[config.mk]
export PLATFORM = sky130hd
export DESIGN_NAME = cds_front
export DESIGN_NICKNAME = d
export VERILOG_FILES = /design/src/sv/cds_pkg.sv /design/src/sv/cds_front.sv
export SDC_FILE = /design/constraint.sdc
export NUM_CORES = 1
export LEC_CHECK = 0
export ABC_AREA = 0
export BUFFER_PORTS_ARGS = -buffer_cell sky130_fd_sc_hd__buf_4
export CAP_MARGIN = 20
export CORE_UTILIZATION = 44
export CTS_BUF_LIST = sky130_fd_sc_hd__clkbuf_4 sky130_fd_sc_hd__clkbuf_8
export DETAILED_ROUTE_END_ITERATION = 8
export PLACE_DENSITY = 0.78
export SYNTH_ARGS = -nofsm -noshare
export SYNTH_HDL_FRONTEND = slang
export SYNTH_SLANG_ARGS = --single-unit
[constraint.sdc]
create_clock -name i_clk -period 2.1 [get_ports i_clk]
set_input_delay 0.21 -clock i_clk [delete_from_list [all_inputs] [get_ports i_clk]]
set_output_delay 0.21 -clock i_clk [all_outputs]
set_load 0.02 [all_outputs]
[src/sv/cds_pkg.sv]
// Shared types and constants for the conservative DVFS stepper.
// Holds the configuration record, the queued sample record and the sequencer states.
// No dependencies.
`timescale 1ns / 1ps

package cds_pkg;

    localparam int FIELD_W   = 23;
    localparam int LOAD_W    = 7;
    localparam int PCT_W     = 7;
    localparam int IDLE_W    = 16;
    localparam int DF_W      = 4;
    localparam int CFG_IDX_W = 3;

    localparam int PCT_FULL      = 100;
    localparam int FALLBACK_STEP = 5;
    localparam int SKIP_MAX      = 15;

    // Reciprocal of 25 scaled by 2^33; exact for dividends below 2^28.
    localparam int                      DIV25_MUL_W = 29;
    localparam logic [DIV25_MUL_W-1:0]  DIV25_MUL   = 29'd343597384;
    localparam int                      DIV25_SHIFT = 33;

    localparam logic [PCT_W-1:0]   RST_UP_THR      = PCT_W'(80);
    localparam logic [PCT_W-1:0]   RST_DOWN_THR    = PCT_W'(20);
    localparam logic [PCT_W-1:0]   RST_STEP_PCT    = PCT_W'(5);
    localparam logic [DF_W-1:0]    RST_DOWN_FACTOR = DF_W'(1);
    localparam logic [FIELD_W-1:0] RST_MIN_FREQ    = '0;
    localparam logic [FIELD_W-1:0] RST_MAX_FREQ    = '1;

    typedef enum logic [CFG_IDX_W-1:0] {
        REG_UP_THR,
        REG_DOWN_THR,
        REG_STEP_PCT,
        REG_DOWN_FACTOR,
        REG_MIN_FREQ,
        REG_MAX_FREQ
    } t_reg_idx;

    typedef struct packed {
        logic [PCT_W-1:0]   up_thr;
        logic [PCT_W-1:0]   down_thr;
        logic [PCT_W-1:0]   step_pct;
        logic [DF_W-1:0]    down_factor;
        logic [FIELD_W-1:0] min_freq;
        logic [FIELD_W-1:0] max_freq;
    } t_cfg;

    typedef struct packed {
        logic [LOAD_W-1:0]  load;
        logic [FIELD_W-1:0] cur;
        logic [IDLE_W-1:0]  idle;
        logic               is_up;
        logic               is_low;
    } t_item;

    typedef enum logic [2:0] {
        S_IDLE,
        S_LOAD,
        S_DIV,
        S_DROP,
        S_ADJ,
        S_DEC
    } t_state;

endpackage

[src/sv/cds_front.sv]
// Front end of the DVFS stepper: accepts load samples, classifies them against
// the thresholds and holds them in a two-entry queue for the back end.
// Depends on cds_pkg.
`timescale 1ns / 1ps

module cds_front import cds_pkg::*; (
    input  logic               i_clk,
    input  logic               i_rst_n,
    input  t_cfg               i_cfg,
    input  logic               i_valid,
    output logic               o_stall,
    input  logic [LOAD_W-1:0]  i_load_pct,
    input  logic [FIELD_W-1:0] i_current_freq,
    input  logic [IDLE_W-1:0]  i_idle_periods,
    output logic               o_q_valid,
    output t_item              o_q_item,
    input  logic               i_q_take
);

    t_item       r_mem [2];
    logic        r_wr_ptr;
    logic        r_rd_ptr;
    logic [1:0]  r_cnt;
    logic        w_push;
    logic        w_pop;
    t_item       w_item;

    always_comb begin
        w_item.load   = i_load_pct;
        w_item.cur    = i_current_freq;
        w_item.idle   = i_idle_periods;
        w_item.is_up  = i_load_pct > i_cfg.up_thr;
        w_item.is_low = i_load_pct < i_cfg.down_thr;
    end

    assign o_stall   = (r_cnt == 2'd2);
    assign w_push    = i_valid && !o_stall;
    assign o_q_valid = (r_cnt != 2'd0);
    assign w_pop     = i_q_take && o_q_valid;
    assign o_q_item  = r_mem[r_rd_ptr];

    always_ff @(posedge i_clk) begin
        if (!i_rst_n) begin
            r_wr_ptr <= 1'b0;
            r_rd_ptr <= 1'b0;
            r_cnt    <= 2'd0;
        end else begin
            if (w_push) begin
                r_wr_ptr <= ~r_wr_ptr;
            end
            if (w_pop) begin
                r_rd_ptr <= ~r_rd_ptr;
            end
            r_cnt <= r_cnt + {1'b0, w_push} - {1'b0, w_pop};
        end
    end

    always_ff @(posedge i_clk) begin
        if (w_push) begin
            r_mem[r_wr_ptr] <= w_item;
        end
    end

endmodule

==> results.json, run 1 <==
{
  "ioPinCount": 171,
  "vias": 2253,
  "fmax_mhz": 567,
  "antenna_found_initial": 0,
  "diodes": 0,
  "dieArea_um2": 9530,
  "dp_worst_setup_slack_ns": 0.467,
  "critPathArrivalTime_ns": 1.55,
  "ctsHtreeMaxLevel": 3,
  "crit_top_cell": "buf_4",
  "drive_gt1_frac": 0.530,
  "cts_sinks": 101,
  "row_count": 34,
  "crit_required_ns": 1.89,
  "setup_ws_ns": 0.337,
  "final.period_utilization": 0.840,
  "ant_nets": 0,
  "place_hpwl_mm": 4.61,
  "grt_max_degree": 49,
  "cp_cell_sequence": "buf_4, mux2_2, buf_4",
  "r2r_slack_ns": 0.45,
  "worst_setup_path_start_kind": "flip-flop",
  "relSlewSlack": 0.766,
  "netlist_area_um2": 4020,
  "start_util": 0.457,
  "place.gp.congestion": 0.699,
  "syn_inst": 223,
  "p_leak_nw": 2.07,
  "dpl_cell_area_um2": 5030,
  "grtUsageTotal": 0.152,
  "final_cell_area_um2": 5230,
  "final_nets": 482,
  "cts_resized": 0,
  "worst_pin_slew_ns": 0.351,
  "fp.dieH_um": 97.6,
  "max_cap_viol_count": 0,
  "ys_seq_area_frac": 0.742,
  "drc": 16,
  "drtIter0Drc": 65,
  "viasPerCell": 4.91,
  "syn2layout_area_growth_pct": 29.9,
  "ir_drop_uv": 998,
  "io_buffers": 113,
  "cts_tree": "yes",
  "yosysWarnings": 0,
  "setup_tns_ns": 0,
  "clock_latency_ns": 0.35,
  "clock_skew_ns": 0.0154,
  "final.min_clock_period_ns": 1.76,
  "clk_pin_slew_ns": 0.10,
  "routed_wl_mm": 6.95,
  "postCtsSetupBuffers": 0,
  "syn_area_per_cell_um2": 18.0,
  "clk_path_buf_depth": 2,
  "end_kind": "output port",
  "outcome": "finished, violations left",
  "routedWlPerCell_um": 15.2,
  "core-area_um2": 8810,
  "synth.ff_latch_count": 101,
  "grt_setup_unrepaired": "no",
  "cts_hold_buf": 0,
  "yosysUniqueCellTypes": 28,
  "failed_checks": "DRC",
  "grt.overflow.total": 0,
  "dr.pass1.iters": 6,
  "crit_type": "flip-flop to output port",
  "hold_viol_final": 0,
  "setup_violations": 0,
  "syn_nets": 359,
  "hold_class": "input pin to flip-flop",
  "die_w_um": 97.6,
  "crit_path_max_fanout": 26,
  "slowest_delay_ns": 0.39,
  "slew_violations": 0,
  "p_per_area_nw_per_um2": 1130,
  "crit_slowest_cell": "mux2_2",
  "grt_pass1_wl_mm": 10.9,
  "cts-root-buf": "clkbuf_8",
  "numCtsBuffers": 9,
  "grt_pass1_vias": 2331
}
-- final timing paths --
| check | from | endpoint | cells past startpoint |
|---|---|---|---|
| setup reg to reg | r_cnt[0] | r_mem[0][7] | 5 |
| hold / removal | i_idle_periods[9] | r_mem[0][11] | 1 |
| setup / recovery | flip-flop | o_q_item[35] | 3 |
| hold reg to reg | r_wr_ptr | r_wr_ptr | 2 |
-- cell usage in the layout (no fill, tap or decap), types with 2 or more instances in the layout --
cell | Yosys | layout
edfxtp_1 | 96 | 96
inv_1 | 17 | 16
nor2_1 | 4 | 4
ha_1 | 15 | 15
clkbuf_8 | 0 | 9
clkbuf_4 | 0 | 2
a21oi_1 | 8 | 8
nand2_1 | 4 | 4
o21ai_0 | 3 | 3
dfxtp_1 | 5 | 4
buf_12 | 0 | 2
buf_4 | 1 | 115
clkinv_4 | 0 | 2
nor3_1 | 2 | 2
and2_1 | 2 | 2
mux2_2 | 48 | 48
-- per-stage QoR --
stage | hold slack [ns] | instances | power [mW] | utilization
2_1_floorplan | 0.309 | 223 | 3.97 | -
3_3_place_gp | 0.396 | 443 | 4.74 | 0.571
3_5_place_dp | 0.398 | 443 | 4.79 | 0.571
4_1_cts | 0.0148 | 459 | 6.01 | 0.593
5_1_grt | 0.00309 | 459 | 6.21 | 0.593
6_report | 0.0326 | 459 | 5.92 | 0.593
-- kinds of logic (layout without fill, tap and decap cells) --
group / after synthesis / after routing / share of synthesized area
mux: 48 / 48 / 0.134
simple gates: 20 / 20 / 0.0264
flops: 101 / 101 / 0.742
xor+xnor: 2 / 2 / 0.00436
buf+inv: 23 / 151 / 0.0267
fa+ha+maj: 15 / 15 / 0.0467
compound gates: 14 / 14 / 0.0199
-- per-layer routing --
layer	GRT usage	part of all wire	vias up
met3	0.0417	0.058	15
li1	-	-	1088
met5	0	0	-
met1	0.171	0.39	1078
met4	0.0688	0.022	0
met2	0.267	0.53	72
-- synthesized netlist by cell type --
cell | n | share of area
a211o_1 | 1 | 0.0022
a21oi_1 | 8 | 0.010
and2_1 | 2 | 0.0031
and3_2 | 1 | 0.0019
buf_2 | 2 | 0.0025
buf_4 | 1 | 0.0019
buf_6 | 2 | 0.0056
dfxtp_1 | 5 | 0.025
edfxtp_1 | 96 | 0.72
ha_1 | 15 | 0.047
inv_1 | 17 | 0.016
inv_2 | 1 | 0.00093
mux2_2 | 48 | 0.13
nand2_1 | 4 | 0.0037
nand2b_1 | 1 | 0.0016
nand2b_2 | 1 | 0.0022
nand3_1 | 1 | 0.0012
nand3b_1 | 1 | 0.0019
nand4_1 | 1 | 0.0016
nor2_1 | 4 | 0.0037
nor3_1 | 2 | 0.0025
o21a_1 | 1 | 0.0019
o21ai_0 | 3 | 0.0037
o22a_1 | 1 | 0.0022
or2_2 | 1 | 0.0016
or3_1 | 1 | 0.0016
xnor2_1 | 1 | 0.0022
xor2_1 | 1 | 0.0022
-- power breakdown --
| group | switching [mW] | internal (mW) |
|---|---|---|
| Combinational | 1.10 | 0.970 |
| Sequential | 0.0785 | 2.57 |
| Clock | 0.628 | 0.583 |
-- registers in the layout, indices dropped and copies added, names as in the netlist, named ones only --
register and flops:
r_wr_ptr 1, r_rd_ptr 1, r_cnt 2, r_mem 96
-- critical path: cells and delay by family, from the launching register on --
family,cells,cell delay [ns]
mux,1,0.39
flops,1,0.33
buf+inv,2,0.48
-- layout make-up --
class | instances | area [um^2]
repair buffers | 117 | 903
flip-flops and latches | 101 | 2980
clock inverters | 5 | 60.1
well taps | 108 | 135
clock buffers | 11 | 139
multi-input cells | 99 | 932
fillers | 672 | 3580
inverters | 18 | 71.3
(Power assumes the default switching activity.)
==> run 2: changes to the inputs <==
--- a/config.mk
+++ b/config.mk
@@ -8,10 +8,10 @@
 export ABC_AREA = 0
 export BUFFER_PORTS_ARGS = -buffer_cell sky130_fd_sc_hd__buf_4
 export CAP_MARGIN = 20
-export CORE_UTILIZATION = 44
+export CORE_UTILIZATION = 45
 export CTS_BUF_LIST = sky130_fd_sc_hd__clkbuf_4 sky130_fd_sc_hd__clkbuf_8
 export DETAILED_ROUTE_END_ITERATION = 8
-export PLACE_DENSITY = 0.78
+export PLACE_DENSITY = 0.76
 export SYNTH_ARGS = -nofsm -noshare
 export SYNTH_HDL_FRONTEND = slang
 export SYNTH_SLANG_ARGS = --single-unit
==> constraint.sdc (replaced) <==
create_clock -name i_clk -period 1.75 [get_ports i_clk]
set_input_delay 0.175 -clock i_clk [delete_from_list [all_inputs] [get_ports i_clk]]
set_output_delay 0.175 -clock i_clk [all_outputs]
set_load 0.02 [all_outputs]
==> run 2 against run 1 <==
The run now ends clean. Final cell count grew 9.2%. Clock power grew 16%. Cell area grew 8.7%. Via count grew 6.7%. Power grew 22%. Non-clock buffer count grew 42. Die area shrank 2.2%. First-iteration DRC count grew 23%. Critical path depth is the same. Sequential power grew 20%. Wire length grew 2.8%. Utilization grew 6.1 points. Largest cell class unchanged. Highest routed layer unchanged.
==> results.json, run 2 (synthesis results as in run 1) <==
{
  "drive_gt1_frac": 0.489,
  "crit_type": "flip-flop to output port",
  "comb_power_share": 0.365,
  "start_util": 0.464,
  "setup_ws_ns": 0.0954,
  "slew_violations": 0,
  "ant_nets": 0,
  "relSlewSlack": 0.792,
  "place.gp.congestion": 0.716,
  "fp.dieH_um": 96.5,
  "numCtsBuffers": 9,
  "crit_required_ns": 1.57,
  "layout_common_cells": "buf_4 (114), edfxtp_1 (96), mux2_2 (48), dlygate4sd3_1 (40), inv_1 (16)",
  "dp_worst_setup_slack_ns": 0.163,
  "grt_max_degree": 33,
  "power.total_mw": 7.23,
  "syn2layout_area_growth_pct": 41.2,
  "final-seq-area_um2": 2990,
  "routedWlPerCell_um": 14.3,
  "grt_pass1_wl_mm": 10.6,
  "p_leak_nw": 2.25,
  "diodes": 0,
  "grt_pass1_vias": 2354,
  "cts-root-buf": "clkbuf_8",
  "drtIter0Drc": 80,
  "final.period_utilization": 0.945,
  "clk_pin_slew_ns": 0.10,
  "cts_tree": "yes",
  "cts_sinks": 101,
  "p_clk_frac": 0.194,
  "layout_commonest_cell": "buf_4",
  "final.min_clock_period_ns": 1.65,
  "drc": 0,
  "largestRegisters": "r_mem: 96 flops, r_cnt: 2 flops",
  "end_kind": "output port",
  "regMostFlops": "r_mem",
  "critPathArrivalTime_ns": 1.48,
  "viasPerCell": 4.80,
  "antenna_found_initial": 0,
  "ioPinCount": 171,
  "power_frac_seq": 0.441,
  "ctsHtreeMaxLevel": 3,
  "max_cap_viol_count": 0,
  "hold_viol_final": 0,
  "grt.overflow.total": 0,
  "switching_share": 0.318,
  "dr.pass1.iters": 4,
  "row_count": 34,
  "setup_tns_ns": 0,
  "setup_violations": 0,
  "io_buffers": 113,
  "hold_class": "input pin to flip-flop",
  "power.switching_mw": 2.30,
  "clock_skew_ns": 0.00994,
  "multi_input_area_um2": 942,
  "crit_path_max_fanout": 32,
  "outcome": "completed",
  "grt_setup_unrepaired": "no",
  "dieArea_um2": 9320,
  "worst_setup_path_start_kind": "flip-flop",
  "fmax_mhz": 604,
  "largest_reg_flops": 96,
  "vias": 2405,
  "worst_pin_slew_ns": 0.312,
  "core-area_um2": 8680,
  "die_w_um": 96.5,
  "slowest_delay_ns": 0.37,
  "cp_cell_sequence": "buf_12, mux2_2, buf_4",
  "crit_slowest_cell": "dfxtp_2",
  "final_nets": 524,
  "ir_drop_uv": 842,
  "p_int_mw": 4.93,
  "routed_wl_mm": 7.15,
  "p_per_area_nw_per_um2": 1270,
  "grtUsageTotal": 0.155,
  "place_hpwl_mm": 4.65,
  "fill_cells": 624,
  "holdWs_ns": 0.0195,
  "clock_latency_ns": 0.36,
  "clk_path_buf_depth": 2
}
## run 2: cell count changes in the layout (fill, tap and decap cells not counted), sizes merged
cell and delta:
clkinv -2, clkinvlp +3, bufinv -1, inv +2, clkbuf -2, buf +2
dlygate4sd3 +40
## run 2: through the flow
step	instance area (um^2)	util	instances
after global routing	5680	0.654	501
final	5680	0.654	501
after global placement	5080	0.585	445
after detailed placement	5080	0.585	445
after CTS	5670	0.654	501
after floorplan	4040	-	223
## run 2: worst paths after layout
| path | from | end | slack [ns] | cells past startpoint |
|---|---|---|---|---|
| min reg2reg | r_wr_ptr | r_wr_ptr | 0.52 | 2 |
| max reg2reg | r_cnt[1] | r_cnt[1] | 0.18 | 7 |
| max | flip-flop | o_q_item[0] | 0.1 | 3 |
| min | i_load_pct[6] | r_mem[1][47] | 0.02 | 1 |
## run 2: what timing repair did
item / 4_1_cts / 5_1_grt
hold endpoints to repair: 80 / 0
gates resized for setup: 0 / 2
endpoints found under the setup margin: 0 / 7
hold buffers: 40 / 0
buffers inserted: 0 / 0
## run 2: routing by layer
| layer | vias to the layer above | share of wire | global-route usage |
|---|---|---|---|
| met3 | 14 | 0.043 | 0.0282 |
| met2 | 72 | 0.50 | 0.262 |
| met1 | 1153 | 0.43 | 0.190 |
| li1 | 1166 | - | - |
| met4 | 0 | 0.023 | 0.0760 |
| met5 | - | 0 | 0 |
## run 2: final cells by class
class / count / area share
multi-input cells: 99 / 0.166
clock buffers: 9 / 0.0218
flip-flops and latches: 101 / 0.526
clock inverters: 7 / 0.0123
inverters: 18 / 0.0130
repair buffers: 159 / 0.237
well taps: 108 / 0.0238
## run 2: critical path, delay by kind of cell (launching register included)
family	cells	cell delay [ns]
multiplexers	1	0.37
flip-flops	1	0.37
buffers and inverters	2	0.38
## run 2: power by group through the flow
stage / registers (mW) / clock network [mW] / logic (mW)
4_1_cts: 3.19 / 1.45 / 2.67
2_1_floorplan: 3.21 / 0 / 1.58
6_report: 3.19 / 1.40 / 2.64
3_3_place_gp: 3.22 / 0 / 2.56
5_1_grt: 3.23 / 1.53 / 2.84
3_5_place_dp: 3.25 / 0 / 2.59
==> run 3: changes to the inputs <==
--- a/config.mk
+++ b/config.mk
@@ -8,10 +8,11 @@
 export ABC_AREA = 0
 export BUFFER_PORTS_ARGS = -buffer_cell sky130_fd_sc_hd__buf_4
 export CAP_MARGIN = 20
+export CORE_MARGIN = 2
 export CORE_UTILIZATION = 45
 export CTS_BUF_LIST = sky130_fd_sc_hd__clkbuf_4 sky130_fd_sc_hd__clkbuf_8
 export DETAILED_ROUTE_END_ITERATION = 8
-export PLACE_DENSITY = 0.76
+export PLACE_DENSITY = 0.73
 export SYNTH_ARGS = -nofsm -noshare
 export SYNTH_HDL_FRONTEND = slang
 export SYNTH_SLANG_ARGS = --single-unit
==> constraint.sdc (replaced) <==
create_clock -name i_clk -period 1.75 [get_ports i_clk]
set_input_delay 0.4375 -clock i_clk [delete_from_list [all_inputs] [get_ports i_clk]]
set_output_delay 0.4375 -clock i_clk [all_outputs]
set_load 0.02 [all_outputs]
==> run 3 against run 2 <==
First-iteration DRC count is 25% lower. Cell area is 2.1% lower. The run now ends with setup timing left. Largest cell class unchanged. Non-clock buffer count is 39 lower. Largest power group unchanged. Combinational power is 17% higher.
==> results.json, run 3 (synthesis results as in run 1) <==
{
  "p_leak_nw": 2.26,
  "fmax_mhz": 523,
  "setup_violations": 48,
  "hold_viol_final": 0,
  "worst-path-buf-inv": 2,
  "vias": 2307,
  "fill_cells": 657,
  "r2r_slack_ns": 0.18,
  "final_nets": 485,
  "cts_tree": "yes",
  "dp.cells": 445,
  "failed_checks": "setup timing",
  "grt_setup_unrepaired": "yes",
  "p_per_area_nw_per_um2": 1380,
  "cp_cell_sequence": "buf_12, mux2_2, buf_4",
  "layout_common_cells": "edfxtp_1 (96), buf_4 (80), buf_6 (34), mux2_4 (33), inv_1 (16)",
  "grt_max_degree": 35,
  "ioPinCount": 171,
  "clock_skew_ns": 0.0120,
  "relSlewSlack": 0.830,
  "critPathArrivalTime_ns": 1.48,
  "postCtsSetupBuffers": 0,
  "routedWlPerCell_um": 16.3,
  "core-area_um2": 8680,
  "holdWs_ns": 0.248,
  "numCtsBuffers": 9,
  "die_w_um": 98.5,
  "ant_nets": 0,
  "switching_share": 0.315,
  "drive_gt1_frac": 0.545,
  "final.period_utilization": 1.09,
  "layout_commonest_cell": "edfxtp_1",
  "syn2layout_area_growth_pct": 38.2,
  "p_clk_frac": 0.179,
  "max_cap_viol_count": 0,
  "dieArea_um2": 9710,
  "largestRegisters": "r_mem: 96 flops, r_cnt: 2 flops",
  "end_kind": "output port",
  "regMostFlops": "r_mem",
  "worst_pin_slew_ns": 0.254,
  "start_util": 0.464,
  "fp.dieH_um": 98.5,
  "outcome": "finished, violations left",
  "final_cell_area_um2": 5560,
  "crit_required_ns": 1.31,
  "row_count": 34,
  "final_cell_count_no_fill": 462,
  "crit_path_max_fanout": 16,
  "p_int_mw": 5.26,
  "cts_hold_buf": 0,
  "slew_violations": 0,
  "ir_drop_uv": 850,
  "crit_slowest_cell": "dfxtp_4",
  "drtIter0Drc": 60,
  "worst_setup_path_start_kind": "flip-flop",
  "antenna_found_initial": 0,
  "diodes": 0,
  "dpl_cell_area_um2": 5080,
  "ctsHtreeMaxLevel": 3,
  "clk_path_buf_depth": 2,
  "hold_class": "input pin to flip-flop",
  "drc": 0,
  "power.switching_mw": 2.42,
  "path_delay_family": "flip-flops",
  "grt_pass1_vias": 2478,
  "cts_sinks": 101,
  "dr.pass1.iters": 4,
  "routed_wl_mm": 7.52,
  "cts-root-buf": "clkbuf_8",
  "place.gp.congestion": 0.728,
  "clk_pin_slew_ns": 0.11,
  "crit_type": "flip-flop to output port",
  "place_hpwl_mm": 4.98,
  "grtUsageTotal": 0.159,
  "grt.overflow.total": 0,
  "slowest_delay_ns": 0.42,
  "final.min_clock_period_ns": 1.91,
  "viasPerCell": 4.99,
  "largest_reg_flops": 96,
  "io_buffers": 113,
  "setup_ws_ns": -0.163,
  "clock_latency_ns": 0.37,
  "comb_power_share": 0.402,
  "power_frac_seq": 0.419,
  "grt_pass1_wl_mm": 12.0
}
==> run 3: worst paths after layout <==
check                       to  cells after the start                from
setup / recovery   o_q_item[6]                      3           flip-flop
hold / removal    r_mem[0][14]                      1  i_idle_periods[12]
setup reg to reg      r_cnt[1]                      7            r_cnt[1]
hold reg to reg       r_wr_ptr                      2            r_wr_ptr
==> run 3: area by class of cell <==
class	count	area, um^2	area share
inverters	18	73.8	0.0133
clock inverters	7	60.1	0.0108
repair buffers	120	1110	0.200
clock buffers	9	124	0.0223
flip-flops and latches	101	2990	0.538
well taps	108	135	0.0243
multi-input cells	99	1070	0.192
==> run 3: metal layers <==
metal	global-route usage	part of all wire
met3	0.0468	0.055
met2	0.268	0.51
met1	0.194	0.41
met5	0	0
met4	0.0622	0.023
==> run 3: repair_timing <==
action | 4_1_cts | 5_1_grt
endpoints found under the setup margin | 48 | 49
hold endpoints to repair | 0 | 0
gates cloned | 1 | 0
resized for setup | 53 | 20
==> run 3: power groups by stage <==
stage | Clock, mW | Sequential [mW] | Combinational [mW]
after floorplan | 0 | 3.21 | 1.58
after global placement | 0 | 3.22 | 2.58
after detailed placement | 0 | 3.24 | 2.60
after CTS | 1.42 | 3.22 | 3.00
after global routing | 1.51 | 3.26 | 3.28
final | 1.37 | 3.22 | 3.09
==> run 3: stage by stage <==
step | power (mW) | TNS [ns] | setup slack [ns] | util
after floorplan | 4.79 | 0 | 0.00863 | -
after global placement | 5.80 | 0 | 0.105 | 0.585
after detailed placement | 5.85 | 0 | 0.0613 | 0.585
after CTS | 7.64 | -7.52 | -0.188 | 0.632
after global routing | 8.04 | -8.72 | -0.221 | 0.641
final | 7.68 | -6.03 | -0.163 | 0.641
